## src/rtl/dntl_pkg.sv

```systemverilog
// Shared types, constants and arithmetic helpers for the day/night terrain lighting core.
// No dependencies; used by every module under rtl/.
package dntl_pkg;

    localparam int unsigned MAP_SIZE = 128;

    localparam logic [11:0] CLOCK_RESET = 12'd1200;
    localparam logic [11:0] CLOCK_WRAP  = 12'd2400;
    localparam logic [11:0] SEG_LEN     = 12'd600;
    localparam logic [3:0]  BLEND_RESET = 4'd8;
    localparam logic [7:0]  AMBIENT_RESET = 8'd255;

    // Reciprocal of 75 for the divide by 600 (= 8 * 75), exact for dividends below 19200
    localparam logic [29:0] RECIP_75  = 30'd27963;
    // Reciprocal of 3, exact for 8-bit values
    localparam logic [15:0] RECIP_3   = 16'd171;

    typedef enum logic {
        CMD_TICK  = 1'b0,
        CMD_SHADE = 1'b1
    } cmd_t;

    typedef enum logic [1:0] {
        SEG_DAWN      = 2'd0,
        SEG_MORNING   = 2'd1,
        SEG_AFTERNOON = 2'd2,
        SEG_DUSK      = 2'd3
    } seg_t;

    typedef enum logic [1:0] {
        CH_RED   = 2'd0,
        CH_GREEN = 2'd1,
        CH_BLUE  = 2'd2
    } chan_t;

    typedef struct packed {
        logic [7:0] blue;
        logic [7:0] green;
        logic [7:0] red;
    } rgb_t;

    // Input word payload, last field in the lowest bits
    typedef struct packed {
        logic [7:0]         world_blue;
        logic [7:0]         world_green;
        logic [7:0]         world_red;
        logic signed [15:0] height_along_y;
        logic signed [15:0] height_along_x;
        logic signed [15:0] height_here;
        logic signed [8:0]  tile_y;
        logic signed [8:0]  tile_x;
        logic               outside;
        logic               paused;
    } in_word_t;

    localparam int unsigned IN_BITS    = $bits(in_word_t);
    localparam int unsigned IN_BYTES   = (IN_BITS + 7) / 8;
    localparam int unsigned TDATA_IN_W = IN_BYTES * 8;
    localparam int unsigned TDATA_OUT_W = $bits(rgb_t);

    // Interpolation numerator a*(600-i) + b*i, rewritten as a*600 +/- |b-a|*i
    function automatic logic [17:0] lerp_num(seg_t seg, chan_t ch, logic [9:0] i);
        logic [17:0] i18;
        logic [17:0] n;
        i18 = 18'(i);
        n   = '0;
        unique case (seg)
            SEG_DAWN: begin
                case (ch)
                    CH_RED:   n = 18'd38400 + i18 * 18'd158;
                    CH_GREEN: n = 18'd38400 + (i18 << 6);
                    CH_BLUE:  n = 18'd76800;
                    default:  n = '0;
                endcase
            end
            SEG_MORNING: begin
                case (ch)
                    CH_RED:   n = 18'd133200 + i18 * 18'd34;
                    CH_GREEN: n = 18'd76800 + (i18 << 7);
                    CH_BLUE:  n = 18'd76800 + (i18 << 7);
                    default:  n = '0;
                endcase
            end
            SEG_AFTERNOON: begin
                case (ch)
                    CH_RED:   n = 18'd153600 - i18 * 18'd34;
                    CH_GREEN: n = 18'd153600 - (i18 << 7);
                    CH_BLUE:  n = 18'd153600 - (i18 << 7);
                    default:  n = '0;
                endcase
            end
            SEG_DUSK: begin
                case (ch)
                    CH_RED:   n = 18'd133200 - i18 * 18'd158;
                    CH_GREEN: n = 18'd76800 - (i18 << 6);
                    CH_BLUE:  n = 18'd76800;
                    default:  n = '0;
                endcase
            end
        endcase
        return n;
    endfunction

    // n / 600: drop the factor 8, then multiply by the reciprocal of 75
    function automatic logic [8:0] div600(logic [17:0] n);
        logic [29:0] p;
        p = 30'(n[17:3]) * RECIP_75;
        return p[29:21];
    endfunction

    // Fade in eighths; codes 8 and above pass the value through
    function automatic logic [7:0] blend_scale(logic [7:0] v, logic [3:0] b);
        logic [7:0] p;
        p = {3'b000, v[7:3]} * {5'b00000, b[2:0]};
        return b[3] ? v : p;
    endfunction

    function automatic logic [6:0] third_of(logic [7:0] v);
        logic [15:0] p;
        p = {8'h00, v} * RECIP_3;
        return p[15:9];
    endfunction

endpackage

```

## src/rtl/dntl_ambient.sv

```systemverilog
// Day clock advance and ambient color interpolation for one tick word.
// Depends on dntl_pkg.
module dntl_ambient (
    input  logic [11:0]         day_clock,
    input  logic                paused,
    input  logic                outside,
    input  logic [3:0]          blend_level,
    input  dntl_pkg::rgb_t      ambient_old,
    output logic [11:0]         day_clock_new,
    output dntl_pkg::rgb_t      ambient_new
);

    logic [11:0]        clk_inc;
    logic [11:0]        t;
    logic [11:0]        i_raw;
    logic [9:0]         i;
    dntl_pkg::seg_t     seg;
    logic [8:0]         q_red;
    logic [8:0]         q_green;
    logic [8:0]         q_blue;

    always_comb begin
        clk_inc       = paused ? day_clock : day_clock + 12'd1;
        day_clock_new = (clk_inc > dntl_pkg::CLOCK_WRAP) ? 12'd0 : clk_inc;
        t             = outside ? day_clock_new : 12'd0;

        priority if (t <= dntl_pkg::SEG_LEN) begin
            seg   = dntl_pkg::SEG_DAWN;
            i_raw = t;
        end else if (t <= 12'd1200) begin
            seg   = dntl_pkg::SEG_MORNING;
            i_raw = t - 12'd600;
        end else if (t <= 12'd1800) begin
            seg   = dntl_pkg::SEG_AFTERNOON;
            i_raw = t - 12'd1200;
        end else begin
            seg   = dntl_pkg::SEG_DUSK;
            i_raw = t - 12'd1800;
        end
        i = (i_raw > dntl_pkg::SEG_LEN) ? 10'd600 : i_raw[9:0];
    end

    assign q_red   = dntl_pkg::div600(dntl_pkg::lerp_num(seg, dntl_pkg::CH_RED, i));
    assign q_green = dntl_pkg::div600(dntl_pkg::lerp_num(seg, dntl_pkg::CH_GREEN, i));
    assign q_blue  = dntl_pkg::div600(dntl_pkg::lerp_num(seg, dntl_pkg::CH_BLUE, i));

    // 256 is out of range: keep the old channel, but the fade still applies
    always_comb begin
        ambient_new.red   = dntl_pkg::blend_scale(q_red[8]   ? ambient_old.red   : q_red[7:0],
                                                  blend_level);
        ambient_new.green = dntl_pkg::blend_scale(q_green[8] ? ambient_old.green : q_green[7:0],
                                                  blend_level);
        ambient_new.blue  = dntl_pkg::blend_scale(q_blue[8]  ? ambient_old.blue  : q_blue[7:0],
                                                  blend_level);
    end

endmodule

```

## src/rtl/dntl_shade.sv

```systemverilog
// Terrain tile shading: ambient plus world light plus slope term, clamped and faded.
// Tiles off the map shade to zero. Depends on dntl_pkg.
module dntl_shade (
    input  dntl_pkg::rgb_t      ambient,
    input  logic                third_en,
    input  logic [3:0]          blend_level,
    input  logic signed [8:0]   tile_x,
    input  logic signed [8:0]   tile_y,
    input  logic signed [15:0]  height_here,
    input  logic signed [15:0]  height_along_x,
    input  logic signed [15:0]  height_along_y,
    input  dntl_pkg::rgb_t      world,
    output dntl_pkg::rgb_t      shade
);

    logic in_map;
    logic x_pos;
    logic x_neg;
    logic y_pos;
    logic y_neg;

    function automatic logic [7:0] shade_chan(logic [7:0] amb, logic [7:0] wld, logic te,
                                              logic xp, logic xn, logic yp, logic yn,
                                              logic [3:0] b);
        logic signed [10:0] th;
        logic signed [10:0] tx;
        logic signed [10:0] ty;
        logic signed [10:0] s;
        logic [7:0]         c;
        // slope thirds read as zero until the first tick has set them
        th = te ? signed'({4'b0000, dntl_pkg::third_of(amb)}) : 11'sd0;
        tx = xp ? th : (xn ? -th : 11'sd0);
        ty = yp ? th : (yn ? -th : 11'sd0);
        s  = signed'({3'b000, amb}) + signed'({3'b000, wld}) + tx + ty;
        priority if (s < 11'sd0) begin
            c = 8'd0;
        end else if (s > 11'sd255) begin
            c = 8'd255;
        end else begin
            c = s[7:0];
        end
        return dntl_pkg::blend_scale(c, b);
    endfunction

    always_comb begin
        in_map = !tile_x[8] && !tile_y[8]
              && (tile_x[7:0] < 8'(dntl_pkg::MAP_SIZE))
              && (tile_y[7:0] < 8'(dntl_pkg::MAP_SIZE));
        x_pos = height_here > height_along_x;
        x_neg = height_here < height_along_x;
        y_pos = height_here > height_along_y;
        y_neg = height_here < height_along_y;

        if (in_map) begin
            shade.red   = shade_chan(ambient.red, world.red, third_en,
                                     x_pos, x_neg, y_pos, y_neg, blend_level);
            shade.green = shade_chan(ambient.green, world.green, third_en,
                                     x_pos, x_neg, y_pos, y_neg, blend_level);
            shade.blue  = shade_chan(ambient.blue, world.blue, third_en,
                                     x_pos, x_neg, y_pos, y_neg, blend_level);
        end else begin
            shade = '0;
        end
    end

endmodule

```

## src/rtl/day_night_terrain_lighting_core.sv

```systemverilog
// Day/night terrain lighting core, top level.
// An accepted input word goes through the input register and the result register to m_tvalid.
// Throughput: one word per cycle unless m_tready stalls; tick and shade datapaths each fit
// in the single stage between the registers; a tick updates the ambient state as it leaves.
// Reset (aresetn low, synchronous): day clock 1200, ambient 255/255/255, slope thirds zero
// until the first tick, blend level 8, empty. Depends on dntl_pkg, dntl_ambient, dntl_shade.
module day_night_terrain_lighting_core (
    input  logic                                aclk,
    input  logic                                aresetn,
    // cfg_wr_data: blend_level[3:0]
    input  logic                                cfg_wr_en,
    input  logic [3:0]                          cfg_wr_data,
    input  logic                                s_tvalid,
    output logic                                s_tready,
    // s_tdata: paused, outside, tile_x[8:0], tile_y[8:0], height_here[15:0],
    //          height_along_x[15:0], height_along_y[15:0], world_red, world_green,
    //          world_blue, zero pad
    input  logic [dntl_pkg::TDATA_IN_W-1:0]     s_tdata,
    // s_tuser: command
    input  logic                                s_tuser,
    output logic                                m_tvalid,
    input  logic                                m_tready,
    // m_tdata: red[7:0], green[7:0], blue[7:0]
    output logic [dntl_pkg::TDATA_OUT_W-1:0]    m_tdata
);

    logic                   in_valid_reg;
    logic                   in_valid_next;
    dntl_pkg::in_word_t     in_word_reg;
    dntl_pkg::cmd_t         in_cmd_reg;

    logic                   out_valid_reg;
    logic                   out_valid_next;
    dntl_pkg::rgb_t         out_rgb_reg;
    dntl_pkg::rgb_t         out_rgb_next;

    logic [11:0]            day_clock_reg;
    logic [11:0]            day_clock_next;
    dntl_pkg::rgb_t         ambient_reg;
    dntl_pkg::rgb_t         ambient_next;
    logic                   third_en_reg;
    logic                   third_en_next;
    logic [3:0]             blend_reg;

    logic                   out_ready;
    logic                   advance;
    logic [11:0]            tick_clock;
    dntl_pkg::rgb_t         tick_rgb;
    dntl_pkg::rgb_t         shade_rgb;

    assign out_ready = !out_valid_reg || m_tready;
    assign advance   = in_valid_reg && out_ready;
    assign s_tready  = !in_valid_reg || out_ready;
    assign m_tvalid  = out_valid_reg;
    assign m_tdata   = out_rgb_reg;

    dntl_ambient u_ambient (
        .day_clock      (day_clock_reg),
        .paused         (in_word_reg.paused),
        .outside        (in_word_reg.outside),
        .blend_level    (blend_reg),
        .ambient_old    (ambient_reg),
        .day_clock_new  (tick_clock),
        .ambient_new    (tick_rgb)
    );

    dntl_shade u_shade (
        .ambient        (ambient_reg),
        .third_en       (third_en_reg),
        .blend_level    (blend_reg),
        .tile_x         (in_word_reg.tile_x),
        .tile_y         (in_word_reg.tile_y),
        .height_here    (in_word_reg.height_here),
        .height_along_x (in_word_reg.height_along_x),
        .height_along_y (in_word_reg.height_along_y),
        .world          ({in_word_reg.world_blue, in_word_reg.world_green,
                          in_word_reg.world_red}),
        .shade          (shade_rgb)
    );

    always_comb begin
        in_valid_next  = s_tready ? s_tvalid : in_valid_reg;
        out_valid_next = advance ? 1'b1 : (m_tready ? 1'b0 : out_valid_reg);
        out_rgb_next   = (in_cmd_reg == dntl_pkg::CMD_TICK) ? tick_rgb : shade_rgb;
        day_clock_next = day_clock_reg;
        ambient_next   = ambient_reg;
        third_en_next  = third_en_reg;
        // state moves only when a tick word leaves the input register
        if (advance && (in_cmd_reg == dntl_pkg::CMD_TICK)) begin
            day_clock_next = tick_clock;
            ambient_next   = tick_rgb;
            third_en_next  = 1'b1;
        end
    end

    always_ff @(posedge aclk) begin
        if (!aresetn) begin
            in_valid_reg  <= 1'b0;
            out_valid_reg <= 1'b0;
            day_clock_reg <= dntl_pkg::CLOCK_RESET;
            ambient_reg   <= {dntl_pkg::AMBIENT_RESET, dntl_pkg::AMBIENT_RESET,
                              dntl_pkg::AMBIENT_RESET};
            third_en_reg  <= 1'b0;
            blend_reg     <= dntl_pkg::BLEND_RESET;
        end else begin
            in_valid_reg  <= in_valid_next;
            out_valid_reg <= out_valid_next;
            day_clock_reg <= day_clock_next;
            ambient_reg   <= ambient_next;
            third_en_reg  <= third_en_next;
            if (cfg_wr_en) begin
                blend_reg <= cfg_wr_data;
            end
        end
    end

    always_ff @(posedge aclk) begin
        if (s_tready) begin
            in_word_reg <= dntl_pkg::in_word_t'(s_tdata[dntl_pkg::IN_BITS-1:0]);
            in_cmd_reg  <= dntl_pkg::cmd_t'(s_tuser);
        end
        if (advance) begin
            out_rgb_reg <= out_rgb_next;
        end
    end

endmodule
```

## config.mk

```make
export PLATFORM = sky130hd
export DESIGN_NAME = day_night_terrain_lighting_core
export DESIGN_NICKNAME = d
export VERILOG_FILES = /design/src/rtl/dntl_pkg.sv /design/src/rtl/dntl_ambient.sv /design/src/rtl/dntl_shade.sv /design/src/rtl/day_night_terrain_lighting_core.sv
export SDC_FILE = /design/constraint.sdc
export NUM_CORES = 2
export LEC_CHECK = 0
export BUFFER_PORTS_ARGS = -buffer_cell sky130_fd_sc_hd__buf_2
export CORE_UTILIZATION = 54
export DETAILED_ROUTE_END_ITERATION = 8
export GPL_TIMING_DRIVEN = 0
export PLACE_DENSITY = 0.71
export REMOVE_ABC_BUFFERS = 1
export SKIP_CTS_REPAIR_TIMING = 1
export SLEW_MARGIN = 25
export SYNTH_ARGS = -nofsm -noshare
export SYNTH_HDL_FRONTEND = slang
export SYNTH_HIERARCHICAL = 1
export SYNTH_SLANG_ARGS = --single-unit
```

## constraint.sdc

```tcl
create_clock -name aclk -period 24.8 [get_ports aclk]
set_input_delay 2.48 -clock aclk [delete_from_list [all_inputs] [get_ports aclk]]
set_output_delay 2.48 -clock aclk [all_outputs]
set_load 0.02 [all_outputs]
```

==> flow_summary.yaml <==
outcome:
  status: "complete, but fails checks"
  violations: "design-rule violations"
sta:
  fin_crit_sh: 0.826
  slew_headroom: 0.312
  max_freq_mhz: 48.8
  worst_slack_ps: 4310
  skew_ps: 19.6
  finalSetupViolCount: 0
  rsz0062_at_grt: "false"
  fin_tns_setup_ps: 0
  period_needed_ps: 20490
  worstMarginPinSlew_ps: 1020
  final_hold_viol_count: 0
  report.final.slew_viol_count: 0
die:
  fp-row-count: 90
  die_y_um: 249
  fp.dieArea_um2: 62000
  initial_utilization: 0.546
  core-area_um2: 60400
  io_pins: 132
  die_w_um: 249
layout:
  fin_nets: 4699
  largest_reg_flops: 78
  n_antenna_cell: 0
  layout.cells.non_filler: 4412
  layout-drive-gt1-share: 0.0860
  area_growth_pct: 5.97
worst_setup_path:
  criticalPathCategory: "reg2reg"
  start_kind: "flop"
  endpoint_kind: "flop"
  crit_path_frequent_cell: "fa_1"
  crit_family: "adder cells"
  path_buf_inv: 10
  required_ps: 25010
  crit_arrival_ps: 20690
  slowest_stage: "nor2_2"
  crit_path_max_fanout: 16
  critPathMaxStageDelay_ps: 750
flow_run:
  maxCapViolations: 0
route:
  firstDrtPassIters: 8
  via_per_inst: 5.66
  post-route-drc-count: 1
  drtIter0Drc: 1504
  postRouteAntennaNets: 0
  wl_per_cell_um: 16.9
  routed_wl_um: 74600
  vias: 25000
place:
  hpwl_um: 61900
  place_congestion: 0.936
  place_inst: 4379
  pre_cts_ws_ps: 4410
  port_buffers: 113
clocking:
  cts.path.max_buffers: 2
  clock_latency_ps: 450
  cts_max_level: 4
  cts_tree: "built"
  cts.sink_count: 146
  cts_buffers: 17
  cts_root_buf: "clkbuf_16"
  cts.clk_slew.worst_paths_ps: 70
global_route:
  grt_first_pass_wirelength_um: 125000
  antenna_found_initial: 0
  grt_overflow: 0
  grt_pass1_vias: 24800
  grt_start_max_net_pins: 80
  grt_usage: 0.247
logic_synthesis:
  yosys_warnings: 6
  syn_inst: 3555
  syn_area_um2: 32900
  avgSynthCellArea_um2: 9.26
worst_hold_path:
  hold_class: "reg2reg"
## layout by cell type (no fill, tap or decap), drive strengths merged, types with 60 or more instances in the layout
cell,count
a21o,60
a21oi,171
buf,127
edfxtp,103
fa,327
ha,649
inv,625
mux2i,68
nand2,186
nand3,62
nor2,156
nor2b,89
o21ai,114
xnor2,126
xor2,68
## routing by layer
metal	vias up	routed length, um	global-route usage
met5	-	0	0
met4	0	2030	0.0781
met3	117	2430	0.0200
met2	548	36600	0.434
met1	12000	33600	0.321
li1	12300	-	-
## stage by stage
step | util | cell area (um2) | hold slack, ps
2_1_floorplan | - | 32500 | 488
3_3_place_gp | 0.564 | 34000 | 517
3_5_place_dp | 0.569 | 34300 | 563
4_1_cts | 0.578 | 34900 | 573
5_1_grt | 0.578 | 34900 | 605
6_report | 0.578 | 34900 | 570
## area by class of cell
type,instances,area (um2)
tap,782,978
fill,5416,25500
clock buffer,19,454
sequential,146,3960
multi-input combinational,2707,26300
inverter,617,2320
timing repair buffer,128,791
clock inverter,13,114
## tightest hold or removal path, cell delays in order, from the launching register on
cell	delay, ps
dfxtp_1	380
nand2_1	90
mux2i_1	60
## final timing paths
check	start	end	slack [ps]	cells after the start
max	day_clock_reg[0]	m_tdata[6]	4310	69
min	day_clock_reg[11]	day_clock_reg[11]	570	2
min reg2reg	day_clock_reg[11]	day_clock_reg[11]	570	2
max reg2reg	day_clock_reg[0]	m_tdata[6]	4310	69
Power is not shown: default switching activity piles up to over one toggle a cycle in this logic, so the estimate is an artifact.
